File: src/hw/rtl/spi_flash_command_sequencer_defines.svh
// ----------------------------------------------------------------------------
// spi flash command sequencer assertion macros
// shared helpers for the concurrent checks of the sequencer
// ----------------------------------------------------------------------------
`ifndef SPI_FLASH_COMMAND_SEQUENCER_DEFINES_SVH
`define SPI_FLASH_COMMAND_SEQUENCER_DEFINES_SVH

// same-cycle implication, disabled while reset is asserted
`define SFC_ASSERT_IMPLIES(label, clk, rst_n, ante, cons) \
	label: assert property (@(posedge clk) disable iff (!(rst_n)) (ante) |-> (cons)) \
		else $error("sfc same-cycle check failed");

// next-cycle implication, disabled while reset is asserted
`define SFC_ASSERT_NEXT(label, clk, rst_n, ante, cons) \
	label: assert property (@(posedge clk) disable iff (!(rst_n)) (ante) |=> (cons)) \
		else $error("sfc next-cycle check failed");

`endif

File: src/hw/rtl/sfc_pkg.sv
// ----------------------------------------------------------------------------
// sfc_pkg
// types and constants of the spi flash command sequencer
// ----------------------------------------------------------------------------
`timescale 1ns / 1ps
`default_nettype none

package sfc_pkg;

	// field widths
	localparam int OP_W         = 3;
	localparam int ADDR_FIELD_W = 24;
	localparam int CNT_W        = 25;
	localparam int BYTE_W       = 8;
	localparam int HDR_W        = 2;

	// configuration port
	localparam int CFG_ADDR_W = 2;
	localparam int CFG_DATA_W = 32;
	localparam logic [CFG_ADDR_W-1:0] REG_DEVICE_KIND = 2'd0;

	// item kinds
	localparam logic MODE_CMD  = 1'b0;
	localparam logic MODE_XCHG = 1'b1;

	// host operations
	localparam logic [OP_W-1:0] OP_READ   = 3'd0;
	localparam logic [OP_W-1:0] OP_PROG   = 3'd1;
	localparam logic [OP_W-1:0] OP_ERASE  = 3'd2;
	localparam logic [OP_W-1:0] OP_UNLOCK = 3'd3;
	localparam logic [OP_W-1:0] OP_RESET  = 3'd4;

	// device kinds
	localparam logic KIND_BASIC = 1'b0;
	localparam logic KIND_EXT   = 1'b1;

	// flash opcodes
	localparam logic [BYTE_W-1:0] FL_READ     = 8'h03;
	localparam logic [BYTE_W-1:0] FL_WREN     = 8'h06;
	localparam logic [BYTE_W-1:0] FL_WRDI     = 8'h04;
	localparam logic [BYTE_W-1:0] FL_RDSR     = 8'h05;
	localparam logic [BYTE_W-1:0] FL_PP       = 8'h02;
	localparam logic [BYTE_W-1:0] FL_SE_BIG   = 8'hD8;
	localparam logic [BYTE_W-1:0] FL_SE_SMALL = 8'h20;
	localparam logic [BYTE_W-1:0] FL_UNLOCK   = 8'h98;
	localparam logic [BYTE_W-1:0] FL_RSTEN    = 8'h66;
	localparam logic [BYTE_W-1:0] FL_RST      = 8'h99;
	localparam logic [BYTE_W-1:0] FL_DUMMY    = 8'h00;
	localparam logic [BYTE_W-1:0] SR_WIP_MASK = 8'h01;

	// header positions
	localparam logic [HDR_W-1:0] HDR_HI  = 2'd0;
	localparam logic [HDR_W-1:0] HDR_MID = 2'd1;
	localparam logic [HDR_W-1:0] HDR_LO  = 2'd2;

	typedef enum logic [3:0] {
		PH_IDLE  = 4'd0,
		PH_WREN  = 4'd1,
		PH_OPC   = 4'd2,
		PH_ADDR  = 4'd3,
		PH_RDATA = 4'd4,
		PH_WDATA = 4'd5,
		PH_POLLC = 4'd6,
		PH_POLLS = 4'd7,
		PH_WRDI  = 4'd8,
		PH_UNLK  = 4'd9,
		PH_RST1  = 4'd10,
		PH_RST2  = 4'd11
	} phase_t;

	typedef struct packed {
		logic                    mode;
		logic [OP_W-1:0]         op;
		logic [ADDR_FIELD_W-1:0] address;
		logic [CNT_W-1:0]        byte_count;
		logic [BYTE_W-1:0]       rx_byte;
		logic [BYTE_W-1:0]       wr_data;
	} sfc_cmd_t;

	typedef struct packed {
		logic [BYTE_W-1:0] tx_byte;
		logic              tx_valid;
		logic              frame_last;
		logic              rd_valid;
		logic [BYTE_W-1:0] rd_data;
		logic              wr_take;
		logic              op_done;
		logic              busy_res;
	} sfc_res_t;

endpackage

`default_nettype wire

File: src/hw/rtl/sfc_cmd_if.sv
// ----------------------------------------------------------------------------
// sfc_cmd_if
// valid/ready channel carrying host commands and exchange reports
// ----------------------------------------------------------------------------
`timescale 1ns / 1ps
`default_nettype none

interface sfc_cmd_if;
	import sfc_pkg::*;

	logic     valid;
	logic     ready;
	sfc_cmd_t data;

	modport source (output valid, output data, input ready);
	modport sink (input valid, input data, output ready);
endinterface

`default_nettype wire

File: src/hw/rtl/sfc_res_if.sv
// ----------------------------------------------------------------------------
// sfc_res_if
// valid/ready channel carrying sequencer results
// ----------------------------------------------------------------------------
`timescale 1ns / 1ps
`default_nettype none

interface sfc_res_if;
	import sfc_pkg::*;

	logic     valid;
	logic     ready;
	sfc_res_t data;

	modport source (output valid, output data, input ready);
	modport sink (input valid, input data, output ready);
endinterface

`default_nettype wire

File: src/hw/rtl/spi_flash_command_sequencer.sv
// ----------------------------------------------------------------------------
// spi_flash_command_sequencer
// byte-level spi nor flash command sequencer with apb configuration
// ----------------------------------------------------------------------------
`timescale 1ns / 1ps
`default_nettype none
`include "spi_flash_command_sequencer_defines.svh"

// Byte-level SPI NOR command sequencer. A command transaction (mode 0) starts
// a read, program, sector erase, unlock or reset; every exchange transaction
// (mode 1) reports the byte clocked in from the flash and returns the next
// byte to shift out, with frame_last marking where chip select is released.
// Every cmd transaction yields exactly one res transaction, in the cycle after
// acceptance, from the result register. At most one transaction is taken per clock;
// cmd.ready only drops while the result register holds an untaken result and
// res.ready is low, so throughput is one transaction per cycle when the sink
// keeps up. Commands arriving while an operation runs are dropped (result
// shows only busy_res); exchanges while idle give an all-zero result.
// device_kind sits at APB offset 0 and should only be written while idle.
// There is no memory and no start-up clearing pass.

module spi_flash_command_sequencer #(
	parameter int PAGE_BYTES   = 256,
	parameter int ADDRESS_BITS = 24
) (
	input  wire logic                            clk,
	input  wire logic                            arst_n,
	sfc_cmd_if.sink                              cmd,
	sfc_res_if.source                            res,
	input  wire logic                            psel,
	input  wire logic                            penable,
	input  wire logic                            pwrite,
	input  wire logic [sfc_pkg::CFG_ADDR_W-1:0] paddr,
	input  wire logic [sfc_pkg::CFG_DATA_W-1:0] pwdata,
	output logic      [sfc_pkg::CFG_DATA_W-1:0] prdata,
	output logic                                 pready
);
	import sfc_pkg::*;

	localparam int CHUNK_W = $clog2(PAGE_BYTES + 1);
	localparam int AEXT_W  = (ADDRESS_BITS > ADDR_FIELD_W) ? ADDRESS_BITS : ADDR_FIELD_W;

	// configuration
	logic device_kind_q;

	// sequencer state
	phase_t                  phase_q, phase_d;
	logic [OP_W-1:0]         current_op_q, current_op_d;
	logic [ADDRESS_BITS-1:0] flash_address_q, flash_address_d;
	logic [CNT_W-1:0]        bytes_remaining_q, bytes_remaining_d;
	logic [CHUNK_W-1:0]      chunk_remaining_q, chunk_remaining_d;
	logic [HDR_W-1:0]        header_index_q, header_index_d;

	// result register
	logic     res_valid_q;
	sfc_res_t res_q, res_d;

	logic cmd_accept;
	logic is_cmd;

	// helper terms
	logic [HDR_W-1:0]        hdr_next;
	logic                    hdr_done;
	logic [AEXT_W-1:0]       addr_ext;
	logic [BYTE_W-1:0]       addr_byte_next;
	logic [BYTE_W-1:0]       addr_byte_hi;
	logic [ADDRESS_BITS-1:0] flash_address_inc;
	logic                    bytes_zero;
	logic                    bytes_one;
	logic                    bytes_two;
	logic                    bytes_gt1;
	logic                    cnt_zero;
	logic                    chunk_zero;
	logic                    chunk_one;
	logic [CNT_W-1:0]        chunk_src;
	logic [CHUNK_W-1:0]      chunk_len;
	logic [CNT_W-1:0]        bytes_after_chunk;
	logic                    status_busy;

	// ------------------------------------------------------------------
	// apb configuration port, no wait states
	// ------------------------------------------------------------------
	assign pready = 1'b1;

	always_ff @(posedge clk or negedge arst_n) begin
		if (!arst_n) begin
			device_kind_q <= KIND_BASIC;
		end else if (psel && penable && pwrite && pready && paddr == REG_DEVICE_KIND) begin
			device_kind_q <= pwdata[0];
		end
	end

	always_comb begin
		prdata = '0;
		if (paddr == REG_DEVICE_KIND) begin
			prdata = CFG_DATA_W'(device_kind_q);
		end
	end

	// ------------------------------------------------------------------
	// handshake: result register decouples the two sides
	// ------------------------------------------------------------------
	assign cmd.ready  = !res_valid_q || res.ready;
	assign cmd_accept = cmd.valid && cmd.ready;
	assign is_cmd     = (cmd.data.mode == MODE_CMD);

	assign res.valid = res_valid_q;
	assign res.data  = res_q;

	// ------------------------------------------------------------------
	// helper terms
	// ------------------------------------------------------------------
	assign hdr_next = header_index_q + HDR_W'(1);
	assign hdr_done = (header_index_q == HDR_LO);

	// address bytes always come from bits 23..0, zero above a narrow counter
	assign addr_ext = AEXT_W'(flash_address_q);
	assign addr_byte_hi = addr_ext[23:16];

	always_comb begin
		case (hdr_next)
			HDR_MID: addr_byte_next = addr_ext[15:8];
			HDR_LO:  addr_byte_next = addr_ext[7:0];
			default: addr_byte_next = addr_ext[23:16];
		endcase
	end

	assign flash_address_inc = flash_address_q + ADDRESS_BITS'(1);

	assign bytes_zero = (bytes_remaining_q == '0);
	assign bytes_one  = (bytes_remaining_q == CNT_W'(1));
	assign bytes_two  = (bytes_remaining_q == CNT_W'(2));
	assign bytes_gt1  = (bytes_remaining_q > CNT_W'(1));
	assign cnt_zero   = (cmd.data.byte_count == '0);
	assign chunk_zero = (chunk_remaining_q == '0);
	assign chunk_one  = (chunk_remaining_q == CHUNK_W'(1));

	// page-sized slice of what is left, from the command or the running count
	assign chunk_src = is_cmd ? cmd.data.byte_count : bytes_remaining_q;
	assign chunk_len = (chunk_src > CNT_W'(PAGE_BYTES)) ? CHUNK_W'(PAGE_BYTES)
	                                                   : chunk_src[CHUNK_W-1:0];
	assign bytes_after_chunk = chunk_src - CNT_W'(chunk_len);

	assign status_busy = |(cmd.data.rx_byte & SR_WIP_MASK);

	// ------------------------------------------------------------------
	// next phase
	// ------------------------------------------------------------------
	always_comb begin
		phase_d = phase_q;
		if (is_cmd) begin
			if (phase_q == PH_IDLE) begin
				case (cmd.data.op)
					OP_READ:   phase_d = PH_OPC;
					OP_PROG:   phase_d = cnt_zero ? PH_IDLE : PH_WREN;
					OP_ERASE:  phase_d = PH_WREN;
					OP_UNLOCK: phase_d = (device_kind_q == KIND_EXT) ? PH_WREN : PH_IDLE;
					OP_RESET:  phase_d = (device_kind_q == KIND_EXT) ? PH_RST1 : PH_IDLE;
					default:   phase_d = PH_IDLE;
				endcase
			end
		end else begin
			case (phase_q)
				PH_IDLE: phase_d = PH_IDLE;
				PH_WREN: begin
					if (current_op_q == OP_PROG || current_op_q == OP_ERASE) begin
						phase_d = PH_OPC;
					end else begin
						phase_d = PH_UNLK;
					end
				end
				PH_OPC: phase_d = PH_ADDR;
				PH_ADDR: begin
					if (!hdr_done) begin
						phase_d = PH_ADDR;
					end else if (current_op_q == OP_READ) begin
						phase_d = bytes_zero ? PH_IDLE : PH_RDATA;
					end else if (current_op_q == OP_PROG) begin
						phase_d = PH_WDATA;
					end else begin
						phase_d = PH_POLLC;
					end
				end
				PH_RDATA: phase_d = bytes_gt1 ? PH_RDATA : PH_IDLE;
				PH_WDATA: phase_d = chunk_zero ? PH_POLLC : PH_WDATA;
				PH_POLLC: phase_d = PH_POLLS;
				PH_POLLS: phase_d = status_busy ? PH_POLLC : PH_WRDI;
				PH_WRDI: begin
					phase_d = (current_op_q == OP_PROG && !bytes_zero) ? PH_WREN : PH_IDLE;
				end
				PH_UNLK: phase_d = PH_POLLC;
				PH_RST1: phase_d = PH_RST2;
				default: phase_d = PH_IDLE;
			endcase
		end
	end

	// ------------------------------------------------------------------
	// result and datapath updates
	// ------------------------------------------------------------------
	always_comb begin
		res_d             = '0;
		current_op_d      = current_op_q;
		flash_address_d   = flash_address_q;
		bytes_remaining_d = bytes_remaining_q;
		chunk_remaining_d = chunk_remaining_q;
		header_index_d    = header_index_q;

		if (is_cmd) begin
			if (phase_q == PH_IDLE) begin
				current_op_d      = cmd.data.op;
				flash_address_d   = ADDRESS_BITS'(cmd.data.address);
				bytes_remaining_d = cmd.data.byte_count;
				chunk_remaining_d = '0;
				header_index_d    = HDR_HI;
				case (cmd.data.op)
					OP_READ: begin
						res_d.tx_byte  = FL_READ;
						res_d.tx_valid = 1'b1;
					end
					OP_PROG: begin
						if (cnt_zero) begin
							res_d.op_done = 1'b1;
						end else begin
							bytes_remaining_d = bytes_after_chunk;
							chunk_remaining_d = chunk_len;
							res_d.tx_byte     = FL_WREN;
							res_d.tx_valid    = 1'b1;
							res_d.frame_last  = 1'b1;
						end
					end
					OP_ERASE: begin
						res_d.tx_byte    = FL_WREN;
						res_d.tx_valid   = 1'b1;
						res_d.frame_last = 1'b1;
					end
					OP_UNLOCK: begin
						if (device_kind_q == KIND_EXT) begin
							res_d.tx_byte    = FL_WREN;
							res_d.tx_valid   = 1'b1;
							res_d.frame_last = 1'b1;
						end else begin
							res_d.op_done = 1'b1;
						end
					end
					OP_RESET: begin
						if (device_kind_q == KIND_EXT) begin
							res_d.tx_byte    = FL_RSTEN;
							res_d.tx_valid   = 1'b1;
							res_d.frame_last = 1'b1;
						end else begin
							res_d.op_done = 1'b1;
						end
					end
					default: res_d.op_done = 1'b1;
				endcase
			end
		end else begin
			case (phase_q)
				PH_IDLE: begin
					res_d = '0;
				end
				PH_WREN: begin
					res_d.tx_valid = 1'b1;
					if (current_op_q == OP_PROG) begin
						res_d.tx_byte = FL_PP;
					end else if (current_op_q == OP_ERASE) begin
						res_d.tx_byte = (device_kind_q == KIND_BASIC) ? FL_SE_BIG : FL_SE_SMALL;
					end else begin
						res_d.tx_byte    = FL_UNLOCK;
						res_d.frame_last = 1'b1;
					end
				end
				PH_OPC: begin
					header_index_d = HDR_HI;
					res_d.tx_byte  = addr_byte_hi;
					res_d.tx_valid = 1'b1;
				end
				PH_ADDR: begin
					if (!hdr_done) begin
						// next address byte; erase and empty read end the frame here
						header_index_d   = hdr_next;
						res_d.tx_byte    = addr_byte_next;
						res_d.tx_valid   = 1'b1;
						res_d.frame_last = (hdr_next == HDR_LO) &&
						                   (current_op_q == OP_ERASE ||
						                    (current_op_q == OP_READ && bytes_zero));
					end else if (current_op_q == OP_READ) begin
						if (bytes_zero) begin
							res_d.op_done = 1'b1;
						end else begin
							res_d.tx_byte    = FL_DUMMY;
							res_d.tx_valid   = 1'b1;
							res_d.frame_last = bytes_one;
						end
					end else if (current_op_q == OP_PROG) begin
						// first data byte of the page program
						chunk_remaining_d = chunk_remaining_q - CHUNK_W'(1);
						flash_address_d   = flash_address_inc;
						res_d.wr_take     = 1'b1;
						res_d.tx_byte     = cmd.data.wr_data;
						res_d.tx_valid    = 1'b1;
						res_d.frame_last  = chunk_one;
					end else begin
						res_d.tx_byte  = FL_RDSR;
						res_d.tx_valid = 1'b1;
					end
				end
				PH_RDATA: begin
					res_d.rd_valid = 1'b1;
					res_d.rd_data  = cmd.data.rx_byte;
					if (!bytes_zero) begin
						bytes_remaining_d = bytes_remaining_q - CNT_W'(1);
					end
					if (bytes_gt1) begin
						res_d.tx_byte    = FL_DUMMY;
						res_d.tx_valid   = 1'b1;
						res_d.frame_last = bytes_two;
					end else begin
						res_d.op_done = 1'b1;
					end
				end
				PH_WDATA: begin
					if (!chunk_zero) begin
						chunk_remaining_d = chunk_remaining_q - CHUNK_W'(1);
						flash_address_d   = flash_address_inc;
						res_d.wr_take     = 1'b1;
						res_d.tx_byte     = cmd.data.wr_data;
						res_d.tx_valid    = 1'b1;
						res_d.frame_last  = chunk_one;
					end else begin
						res_d.tx_byte  = FL_RDSR;
						res_d.tx_valid = 1'b1;
					end
				end
				PH_POLLC: begin
					res_d.tx_byte    = FL_DUMMY;
					res_d.tx_valid   = 1'b1;
					res_d.frame_last = 1'b1;
				end
				PH_POLLS: begin
					// write-in-progress still set: poll again; clear: send write disable
					res_d.tx_valid = 1'b1;
					if (status_busy) begin
						res_d.tx_byte = FL_RDSR;
					end else begin
						res_d.tx_byte    = FL_WRDI;
						res_d.frame_last = 1'b1;
					end
				end
				PH_WRDI: begin
					if (current_op_q == OP_PROG && !bytes_zero) begin
						bytes_remaining_d = bytes_after_chunk;
						chunk_remaining_d = chunk_len;
						res_d.tx_byte     = FL_WREN;
						res_d.tx_valid    = 1'b1;
						res_d.frame_last  = 1'b1;
					end else begin
						res_d.op_done = 1'b1;
					end
				end
				PH_UNLK: begin
					res_d.tx_byte  = FL_RDSR;
					res_d.tx_valid = 1'b1;
				end
				PH_RST1: begin
					res_d.tx_byte    = FL_RST;
					res_d.tx_valid   = 1'b1;
					res_d.frame_last = 1'b1;
				end
				default: res_d.op_done = 1'b1;
			endcase
		end

		res_d.busy_res = (phase_d != PH_IDLE);
	end

	// ------------------------------------------------------------------
	// registers
	// ------------------------------------------------------------------
	always_ff @(posedge clk or negedge arst_n) begin
		if (!arst_n) begin
			phase_q     <= PH_IDLE;
			res_valid_q <= 1'b0;
		end else begin
			if (cmd_accept) begin
				phase_q     <= phase_d;
				res_valid_q <= 1'b1;
			end else if (res.ready) begin
				res_valid_q <= 1'b0;
			end
		end
	end

	// every field below is loaded on each accepted transaction
	always_ff @(posedge clk) begin
		if (cmd_accept) begin
			current_op_q      <= current_op_d;
			flash_address_q   <= flash_address_d;
			bytes_remaining_q <= bytes_remaining_d;
			chunk_remaining_q <= chunk_remaining_d;
			header_index_q    <= header_index_d;
			res_q             <= res_d;
		end
	end

	// ------------------------------------------------------------------
	// checks
	// ------------------------------------------------------------------
	`SFC_ASSERT_NEXT(a_idle_xchg_quiet, clk, arst_n, (cmd_accept && phase_q == PH_IDLE && cmd.data.mode == MODE_XCHG), (res.valid && !res.data.tx_valid && !res.data.busy_res && !res.data.op_done))
	`SFC_ASSERT_IMPLIES(a_done_not_busy, clk, arst_n, (res.valid && res.data.op_done), (!res.data.busy_res && !res.data.wr_take))
	`SFC_ASSERT_IMPLIES(a_take_in_program, clk, arst_n, (res.valid && res.data.wr_take), (res.data.tx_valid && current_op_q == OP_PROG))
	`SFC_ASSERT_NEXT(a_busy_cmd_dropped, clk, arst_n, (cmd_accept && phase_q != PH_IDLE && cmd.data.mode == MODE_CMD), (res.data.busy_res && !res.data.tx_valid && $stable(current_op_q)))

endmodule

`default_nettype wire
File: src/flat_wrapper.sv
// flat-port wrapper written by rule: the top's interface ports become plain ports
module spi_flash_command_sequencer_flat import sfc_pkg::*;
#(
	parameter int PAGE_BYTES   = 256,
	parameter int ADDRESS_BITS = 24
)
  (clk, arst_n, psel, penable, pwrite, paddr, pwdata, prdata, pready, cmd_valid, cmd_data, cmd_ready, res_valid, res_data, res_ready);
  sfc_cmd_if cmd_i ();
  sfc_res_if res_i ();
  input  wire logic clk;
  input  wire logic arst_n;
  input  wire logic psel;
  input  wire logic penable;
  input  wire logic pwrite;
  input  wire logic [sfc_pkg::CFG_ADDR_W-1:0] paddr;
  input  wire logic [sfc_pkg::CFG_DATA_W-1:0] pwdata;
  output logic      [sfc_pkg::CFG_DATA_W-1:0] prdata;
  output logic pready;
  input wire logic [$bits(cmd_i.valid)-1:0] cmd_valid;
  input wire logic [$bits(cmd_i.data)-1:0] cmd_data;
  output wire logic [$bits(cmd_i.ready)-1:0] cmd_ready;
  output wire logic [$bits(res_i.valid)-1:0] res_valid;
  output wire logic [$bits(res_i.data)-1:0] res_data;
  input wire logic [$bits(res_i.ready)-1:0] res_ready;
  assign cmd_i.valid = cmd_valid;
  assign cmd_i.data = cmd_data;
  assign cmd_ready = cmd_i.ready;
  assign res_valid = res_i.valid;
  assign res_data = res_i.data;
  assign res_i.ready = res_ready;
  spi_flash_command_sequencer #(.PAGE_BYTES(PAGE_BYTES), .ADDRESS_BITS(ADDRESS_BITS)) u_core (.clk(clk), .arst_n(arst_n), .cmd(cmd_i), .res(res_i), .psel(psel), .penable(penable), .pwrite(pwrite), .paddr(paddr), .pwdata(pwdata), .prdata(prdata), .pready(pready));
endmodule
File: config.mk
export PLATFORM = sky130hd
export DESIGN_NAME = spi_flash_command_sequencer_flat
export DESIGN_NICKNAME = d
export VERILOG_FILES = /design/src/hw/rtl/sfc_pkg.sv /design/src/hw/rtl/sfc_cmd_if.sv /design/src/hw/rtl/sfc_res_if.sv /design/src/hw/rtl/spi_flash_command_sequencer.sv /design/src/flat_wrapper.sv
export VERILOG_INCLUDE_DIRS = /design/src /design/src/hw/rtl
export SDC_FILE = /design/constraint.sdc
export NUM_CORES = 1
export LEC_CHECK = 0
export BUFFER_PORTS_ARGS = -buffer_cell sky130_fd_sc_hd__buf_2
export CORE_UTILIZATION = 45
export CTS_CLUSTER_DIAMETER = 200
export DETAILED_ROUTE_END_ITERATION = 7
export GPL_TIMING_DRIVEN = 1
export HOLD_SLACK_MARGIN = 0.08
export PLACE_DENSITY = 0.75
export SLEW_MARGIN = 20
export SYNTH_ARGS = -nofsm -noshare
export SYNTH_HDL_FRONTEND = slang
export SYNTH_SLANG_ARGS = --single-unit
File: constraint.sdc
create_clock -name clk -period 6.8 [get_ports clk]
set_input_delay 1.36 -clock clk [delete_from_list [all_inputs] [get_ports clk]]
set_output_delay 1.36 -clock clk [all_outputs]
set_load 0.03 [all_outputs]
======== Yosys cells after proc, flatten, opt, wreduce, memory -nomap -nowiden ========
Cells that the tools add are included.
cells by class
  $lt $le $gt $ge ......................... 2
  $add $sub $neg .......................... 5
  eq/ne operators ......................... 33
  bitwise logic cells ..................... 1
  mux-type cells .......................... 91
  reduce and logical (&&, ||, !) cells .... 32
operators with widths
  cell                                                                    count
  25-bit two-way mux                                                      7
  24-bit two-way mux                                                      6
  9-bit two-way mux                                                       14
  9-bit one-hot mux with 10 select lines                                  1
  25-bit zero test                                                        2
  25-bit one-hot mux with 2 select lines                                  1
  24-bit one-hot mux with 2 select lines                                  1
  10-bit two-way mux                                                      4
  4-bit one-hot mux with 10 select lines                                  1
  8-bit one-hot mux with 5 select lines                                   1
  4-bit two-way mux                                                       7
  9-bit one-hot mux with 3 select lines                                   1
  25-bit by 1-bit equality test with 1-bit output, second input constant  1
  25-bit by 2-bit equality test with 1-bit output, second input constant  1
  25-bit by 1-bit > comparator with 1-bit output, second input constant   1
  25-bit by 9-bit > comparator with 1-bit output, second input constant   1
  25-bit by 1-bit subtractor with 25-bit output, second input constant    1
  25-bit by 9-bit subtractor with 25-bit output                           1
  24-bit by 1-bit adder with 24-bit output, second input constant         1
  8-bit two-way mux                                                       3
  1-bit two-way mux                                                       23
  4-bit one-hot mux with 5 select lines                                   1
  4-bit by 3-bit equality test with 1-bit output, second input constant   4
  2-bit two-way mux                                                       8
  41 further kinds                                                        72
word-level totals
  register bits after elaboration ......... 91
  logic and storage cells ................. 180
  bits of input ports ..................... 110

======== Longest topological paths before layout ========
Gate-level depths: netlist of the first run.
  depth after elaboration ................. 8
  depth in mapped cells ................... 15
  mapped depth without buffers ............ 11

======== Worst setup path after synthesis of the first run ========
No wires, ideal clock.
  kind .................................... input to register
  from .................................... input port cmd_data[68]
  to ...................................... register u_core.bytes_remaining_q[0], enable pin
  arrival time ............................ 5099 ps
  slack ................................... 1231 ps
  stages .................................. 8
  library setup time ...................... 470 ps
  path through ............................ buf_4 buf_2 buf_2 buf_2 buf_2 clkbuf_1 a31oi_1 nor4_1
between the ends
  longest elaborated chain between the ends .. 2
ends and longest elaborated chain
  what                                                     RTL line                            RTL
  from (decl)                                              flat_wrapper.sv:20                  input wire logic [$bits(cmd_i.data)-1:0] cmd_data;
  3-bit inequality test (no line) (tied with other cells)  n/a
  5-bit AND reduction (no line) (*)                        n/a
  to (signal assigned)                                     spi_flash_command_sequencer.sv:400  bytes_remaining_q <= bytes_remaining_d;
  to (decl)                                                spi_flash_command_sequencer.sv:50   logic [CNT_W-1:0] bytes_remaining_q, bytes_remaining_d;
Every way passes the cells marked *; elsewhere a longest branch is shown, timed or not.
A chain may end at the register's enable or synchronous reset.

======== Worst setup path after layout of the first run ========
  from .................................... input port cmd_data[68]
  to ...................................... register u_core.bytes_remaining_q[12] (data pin)
between the ends
  longest elaborated chain between the ends .. 8
ends and longest elaborated chain
  what                                            RTL line                            RTL
  25-bit two-way mux                              spi_flash_command_sequencer.sv:139  assign chunk_src = is_cmd ? cmd.data.byte_count : bytes_remaining_q;
  25-bit by 9-bit > comparator with 1-bit output  spi_flash_command_sequencer.sv:140  assign chunk_len = (chunk_src > CNT_W'(PAGE_BYTES)) ? CHUNK_W'(PAGE_BYTES)
  9-bit two-way mux                               spi_flash_command_sequencer.sv:140
  25-bit by 9-bit subtractor with 25-bit output   spi_flash_command_sequencer.sv:142  assign bytes_after_chunk = chunk_src - CNT_W'(chunk_len);
  25-bit two-way mux                              spi_flash_command_sequencer.sv:222  if (cnt_zero) begin
  25-bit two-way mux                              spi_flash_command_sequencer.sv:216  case (cmd.data.op)
  25-bit two-way mux                              spi_flash_command_sequencer.sv:210  if (phase_q == PH_IDLE) begin
  25-bit two-way mux (*)                          spi_flash_command_sequencer.sv:209  if (is_cmd) begin
  via u_core.bytes_remaining_d[12]                spi_flash_command_sequencer.sv:50
The timed path passes the listed nets; every way through them passes the cells marked *. The select of a mux whose other input is x is not followed.

==> results of run 1 <==
## cells by family (layout without fill, tap and decap cells)
| logic type | Yosys count | after routing |
|---|---|---|
| buffers and inverters | 101 | 147 |
| other | 2 | 33 |
| xor gates and xnor gates | 63 | 63 |
| muxes | 24 | 24 |
| and+or+nand+nor | 354 | 354 |
| DFF | 91 | 91 |
| AOI/OAI and AO/OA | 224 | 224 |
| adders and majority gates | 10 | 10 |
## worst reg2reg max path: stages (launching register included)
cell      delay, ps
dfrtp_1         640
clkinv_1        400
nor2_1          330
nand2_1         400
nor3_1          780
nor3_1          180
o22ai_1         270
or3_1           150
## sequential cells by signal, summed over array words and instances, names as in the netlist
| register | count |
|---|---|
| u_core.bytes_remaining_q | 25 |
| u_core.addr_ext | 24 |
| u_core.res.data | 22 |
| u_core.chunk_remaining_q | 9 |
| u_core.phase_q | 4 |
| u_core.current_op_q | 3 |
| u_core.header_index_q | 2 |
| u_core.device_kind_q | 1 |
| u_core.res.valid | 1 |
## cells in the final DEF (no fill, tap or decap), types with 7 or more instances in the layout
| cell | instances |
|---|---|
| a21oi_1 | 77 |
| nor3_1 | 44 |
| buf_2 | 102 |
| nand2b_1 | 10 |
| and2_1 | 12 |
| inv_1 | 18 |
| nor4_1 | 12 |
| a22o_1 | 7 |
| edfxtp_1 | 85 |
| mux2_2 | 7 |
| conb_1 | 33 |
| mux2i_1 | 17 |
| ha_1 | 10 |
| or3_1 | 8 |
| and3_1 | 10 |
| clkbuf_16 | 9 |
| o21ai_0 | 37 |
| nor2b_1 | 8 |
| nor2_1 | 103 |
| nand3_1 | 27 |
| nand4_1 | 10 |
| nand2_1 | 73 |
| o22ai_1 | 29 |
| xor2_1 | 31 |
| buf_4 | 10 |
| xnor2_1 | 32 |
## through the flow
stage,std cells,setup slack (ps)
global route,1162,2110
global placement,1146,2050
floorplan,900,1230
finish,1162,2340
detailed placement,1146,2030
CTS,1162,2420
## area by class of cell
type	count	area [µm²]	share of cell area (%)
clock buffers	9	225	2.73
clock inverters	7	57.6	0.697
inverters	19	71.3	0.863
multi-input cells	708	4350	52.6
flip-flops and latches	91	2700	32.7
well taps	216	270	3.27
repair buffers	112	586	7.09
## per-layer routing
metal	wire length (µm)	track usage (%)
met3	1860	3.34
met2	9450	38.5
met4	573	10.9
met1	8980	34.2
met5	0	0
## path summary, 6_finish.rpt
| path | from | end | slack (ps) | depth (start not counted) |
|---|---|---|---|---|
| hold reg to reg | u_core.res.valid$_DFFE_PN0P_ | u_core.res.valid$_DFFE_PN0P_ | 540 | 2 |
| max in group asynchronous | arst_n | u_core.device_kind_q$_DFFE_PN0P_ | 5830 | 1 |
| setup / recovery | cmd_data[68] | u_core.bytes_remaining_q[12]$_DFFE_PP_ | 2340 | 9 |
| hold / removal | u_core.res.valid$_DFFE_PN0P_ | u_core.res.valid$_DFFE_PN0P_ | 540 | 2 |
| setup reg to reg | u_core.phase_q[3]$_DFFE_PN0P_ | u_core.res.data[0]$_DFFE_PP_ | 3510 | 7 |
| min in group asynchronous | arst_n | u_core.phase_q[3]$_DFFE_PN0P_ | 820 | 1 |
## power by group
| group | switching, mW | internal [mW] | total, mW |
|---|---|---|---|
| clock network | 0.231 | 0.253 | 0.484 |
| logic | 0.506 | 0.257 | 0.762 |
| registers | 0.0923 | 0.726 | 0.818 |
==> results.json, run 1 <==
{
  "cp-end-kind": "flop",
  "dr.pass1.iters": 6,
  "syn_to_final_growth_pct": 10.3,
  "drive_gt1_share_pct": 17.7,
  "clk_latency_ps": 360,
  "synthArstFlopShare_pct": 6.59,
  "cp_cell_sequence": "buf_4 -> buf_4 -> a21oi_1 -> nor4_4 -> a21boi_2 -> a21oi_4 -> nor3_1 -> xor2_1 -> a221oi_1",
  "worstPathMaxFanout": 74,
  "nFillCells": 1527,
  "synthCells": 869,
  "grt_max_degree": 75,
  "vdd_drop_max_mv": 0.154,
  "synthMuxAreaShare_pct": 3.32,
  "start_util_pct": 46.6,
  "cts_tree": "built",
  "core_area_um2": 16100,
  "synth-xor-area-share_pct": 7.37,
  "fin_hold_ws_ps": 538,
  "die_area_um2": 17200,
  "synthTopCellsByArea": "edfxtp_1 34%, nor2_1 5.2%, a21oi_1 5.1%, xnor2_1 3.7%, buf_4 3.7%",
  "critical_path_class": "primary input to flop",
  "critPathArrivalTime_ps": 4620,
  "grt_pass1_vias": 6276,
  "clockBufferDepth": 2,
  "cts_setup_buffers": 0,
  "synth_fa_ha_area_share_pct": 1.67,
  "synth_seq_area_share_pct": 36.1,
  "ioPinCount": 167,
  "worst_path_most_repeated_cell": "buf_4",
  "critPathLaunchType": "primary input",
  "cts_resized": 0,
  "drc": 0,
  "synth_compound_area_share_pct": 19.6,
  "cap_viol_max_count": 0,
  "yosys.area_share.simple_pct": 24.3,
  "worstHoldPathType": "flop to flop",
  "grt_pass1_wl_um": 32700,
  "routedWlPerCell_um": 18.0,
  "p_leak_nw": 3.06,
  "htreeDepth": 3,
  "setup-tns-final_ps": 0,
  "fmaxAchievable_ghz": 0.224,
  "synth_top_area_share_pct": 34.1,
  "ys_seq_elements": 91,
  "crit_family": "compound AO/OA/AOI/OAI gates",
  "setup_viol": 0,
  "die_w_um": 131,
  "status": "complete, no violations",
  "hold_buffers": 0,
  "synth-edff-count": 85,
  "avgSynthCellArea_um2": 8.62,
  "synth_top_family_by_area": "simple AND/OR/NAND/NOR gates",
  "ys.flop_type": "edfxtp_1",
  "clockRootBuffer": "clkbuf_16",
  "cts.sinks": 91,
  "track_usage_pct": 24.7,
  "grt_overflow_total": 0,
  "synth.most_common_cell": "nor2_1",
  "min_period_ps": 4460,
  "numCtsBuffers": 9,
  "cp_slowest_cell": "buf_4",
  "final_core_util_pct": 51.5,
  "synthDistinctLibCells": 83,
  "rsz0062_at_grt": "false",
  "post_dp_cell_area_um2": 7980,
  "antenna_cells": 0,
  "hold_viol_final": 0,
  "ant_nets": 0,
  "fin_skew_ps": 8.62,
  "wirelength_um": 20900,
  "max_stage_delay_ps": 610,
  "gp_congestion": 0.950,
  "finalNetCount": 1061,
  "slew_headroom_pct": 34.7,
  "tightest_slew_ps": 972,
  "final_cell_area_um2": 8260,
  "synthTopCellsByCount": "104 x nor2_1, 85 x edfxtp_1, 77 x a21oi_1",
  "rows": 46,
  "crit_buf_inv": 2,
  "path_clk_slew_ps": 60,
  "routed-via-count": 7018,
  "drt_iter0_drc": 829,
  "portBuffers": 103,
  "synth.largest_area_cell": "edfxtp_1",
  "viasPerCell": 6.04,
  "total_power_mw": 2.06,
  "hpwl_um": 14900,
  "synth.yosys.warnings": 0,
  "synth.cell_area_um2": 7490,
  "powerDensity_nw_per_um2": 250,
  "slew_violations": 0,
  "antenna_found_initial": 0,
  "die_height_um": 131,
  "min_period_over_period_pct": 65.5,
  "cp.required_ps": 6960
}
No activity file was read; power rests on OpenSTA's default activity.
==> inputs of run 2 (changes only) <==
--- a/config.mk
+++ b/config.mk
@@ -6,6 +6,7 @@
 export SDC_FILE = /design/constraint.sdc
 export NUM_CORES = 1
 export LEC_CHECK = 0
+export ABC_AREA = 1
 export BUFFER_PORTS_ARGS = -buffer_cell sky130_fd_sc_hd__buf_2
 export CORE_UTILIZATION = 45
 export CTS_CLUSTER_DIAMETER = 200
==> constraint.sdc (replaced) <==
create_clock -name clk -period 4.3 [get_ports clk]
set_input_delay 0.86 -clock clk [delete_from_list [all_inputs] [get_ports clk]]
set_output_delay 0.86 -clock clk [all_outputs]
set_load 0.03 [all_outputs]
==> results.json, run 2 <==
{
  "status": "complete, no violations",
  "fmaxAchievable_ghz": 0.292,
  "finalNetCount": 1391,
  "die_area_um2": 17800,
  "clk_latency_ps": 370,
  "die_w_um": 133,
  "clockBufferDepth": 2,
  "grt_max_degree": 54,
  "setup-tns-final_ps": 0,
  "drt_iter0_drc": 769,
  "drc": 0,
  "core_area_um2": 16700,
  "start_util_pct": 46.6,
  "synthTopCellsByCount": "333 x nand2_1, 165 x inv_1, 157 x nor2_1",
  "portBuffers": 103,
  "path_clk_slew_ps": 70,
  "synth.yosys.warnings": 0,
  "top_register": "u_core.bytes_remaining_q",
  "routedWlPerCell_um": 14.9,
  "hold_viol_final": 0,
  "synth_seq_area_share_pct": 34.8,
  "synth.most_common_cell": "nand2_1",
  "synth.cell_area_um2": 7780,
  "antenna_cells": 0,
  "synthArstFlopShare_pct": 6.59,
  "min_period_ps": 3420,
  "antenna_found_initial": 0,
  "grt_pass1_vias": 7334,
  "syn_to_final_growth_pct": 12.7,
  "fin_cells": 1496,
  "critPathArrivalTime_ps": 3550,
  "routed-via-count": 7872,
  "critPathLaunchType": "primary input",
  "rows": 47,
  "synthTopCellsByArea": "edfxtp_1 33%, nand2_1 16%, inv_1 8.0%, nor2_1 7.6%, nand3_1 4.4%",
  "dp_cells": 1480,
  "ant_nets": 0,
  "ys.flop_type": "edfxtp_1",
  "drive_gt1_share_pct": 12.8,
  "worst_slack_ps": 876,
  "grt_overflow_total": 0,
  "gp_congestion": 0.974,
  "powerDensity_nw_per_um2": 391,
  "p_leak_nw": 4.11,
  "dr.pass1.iters": 8,
  "hold_buffers": 0,
  "avgSynthCellArea_um2": 6.67,
  "wirelength_um": 22200,
  "hpwl_um": 17000,
  "viasPerCell": 5.26,
  "die_height_um": 133,
  "setup_viol": 0,
  "ys_seq_elements": 91,
  "numCtsBuffers": 9,
  "synthCells": 1166,
  "min_period_over_period_pct": 79.6,
  "worstHoldPathType": "primary input to asynchronous set/reset pin",
  "final_common_cell": "nand2_1",
  "synth.largest_area_cell": "edfxtp_1",
  "tightest_slew_ps": 807,
  "cts_tree": "built",
  "synthDistinctLibCells": 55,
  "rsz0062_at_grt": "false",
  "layout_common_cells": "333 x nand2_1, 165 x inv_1, 157 x nor2_1, 103 x buf_2, 85 x edfxtp_1",
  "cap_viol_max_count": 0,
  "largest_reg_flops": 25,
  "slew_headroom_pct": 46.2,
  "cp-end-kind": "flop",
  "critical_path_class": "primary input to flop",
  "cts_setup_buffers": 0,
  "cp.required_ps": 4420,
  "ioPinCount": 167,
  "clockRootBuffer": "clkbuf_16",
  "place_ws_ps": 577,
  "vdd_drop_max_mv": 0.226,
  "htreeDepth": 3,
  "cts_resized": 0,
  "cts.sinks": 91,
  "worstPathMaxFanout": 40,
  "synth_top_area_share_pct": 32.8,
  "fin_skew_ps": 9.08,
  "grt_pass1_wl_um": 36000,
  "slew_violations": 0,
  "synth-edff-count": 85,
  "track_usage_pct": 25.7
}
## run 2: logic make-up after synthesis
logic type                 after synthesis  share of synthesized area, %
AOI/OAI and AO/OA                      174                          13.5
xor gates and xnor gates                23                          2.59
adders and majority gates               10                          1.61
buffers and inverters                  228                          12.9
DFF                                     91                          34.8
other                                    2                        0.0966
and+or+nand+nor                        638                          34.5
## run 2: routing by layer
layer	GRT usage [%]	wire length [µm]
met4	9.53	573
met2	42.7	10500
met3	4.03	1580
met5	0	0
met1	33.6	9600
## run 2: final cells by class
class                      count  area (µm²)
timing repair buffer         118         628
inverter                     173         649
multi-input combinational    878        4210
clock inverter                 6        71.3
fill                        1741        7930
sequential                    91        2700
clock buffer                  10         229
tap                          220         275
## run 2: worst max-delay path, cell delays in order
cell and delay [ps]:
buf_2 110, inv_2 530, nand2_1 230, nand2_2 230, nand2_1 110, nor2_1 180
nand2_1 120, inv_2 80, nand2_4 110, nand3_1 160, nand2_1 110, nand2_2 90
nand2_1 90, nor2_4 130, nand4_1 120, nand2_1 90, nand2_1 50, nand2_1 90
nand2_1 60
## run 2: path summary, 6_finish.rpt
path                            cells past startpoint                                   from  slack (ps)                                endpoint
worst max register to register                     17  u_core.bytes_remaining_q[0]$_DFFE_PP_        1010  u_core.bytes_remaining_q[22]$_DFFE_PP_
worst min-delay path                                1                                 arst_n         310            u_core.res.valid$_DFFE_PN0P_
worst min register to register                      2           u_core.res.valid$_DFFE_PN0P_         520            u_core.res.valid$_DFFE_PN0P_
min in group clk                                    2           u_core.res.valid$_DFFE_PN0P_         520            u_core.res.valid$_DFFE_PN0P_
worst max-delay path                               19                           cmd_data[68]         880  u_core.bytes_remaining_q[18]$_DFFE_PP_
max in group asynchronous                           1                                 arst_n        3850           u_core.phase_q[0]$_DFFE_PN0P_
## run 2: through the flow
step / util [%] / power (mW) / area, µm² / hold WS, ps
2_1_floorplan: - / 2.23 / 7910 / 497
3_3_place_gp: 50.7 / 2.57 / 8470 / 494
3_5_place_dp: 50.7 / 2.59 / 8470 / 509
4_1_cts: 52.5 / 3.43 / 8770 / 311
5_1_grt: 52.5 / 3.65 / 8770 / 318
6_report: 52.5 / 3.43 / 8770 / 307
## run 2: power by group
part           internal (mW)  total (mW)  leakage, nW  switching, mW
registers               1.18        1.29        0.877          0.111
logic                  0.409        1.31         3.10          0.901
clock network          0.457       0.827        0.140          0.370
total                   2.05        3.43         4.11           1.38
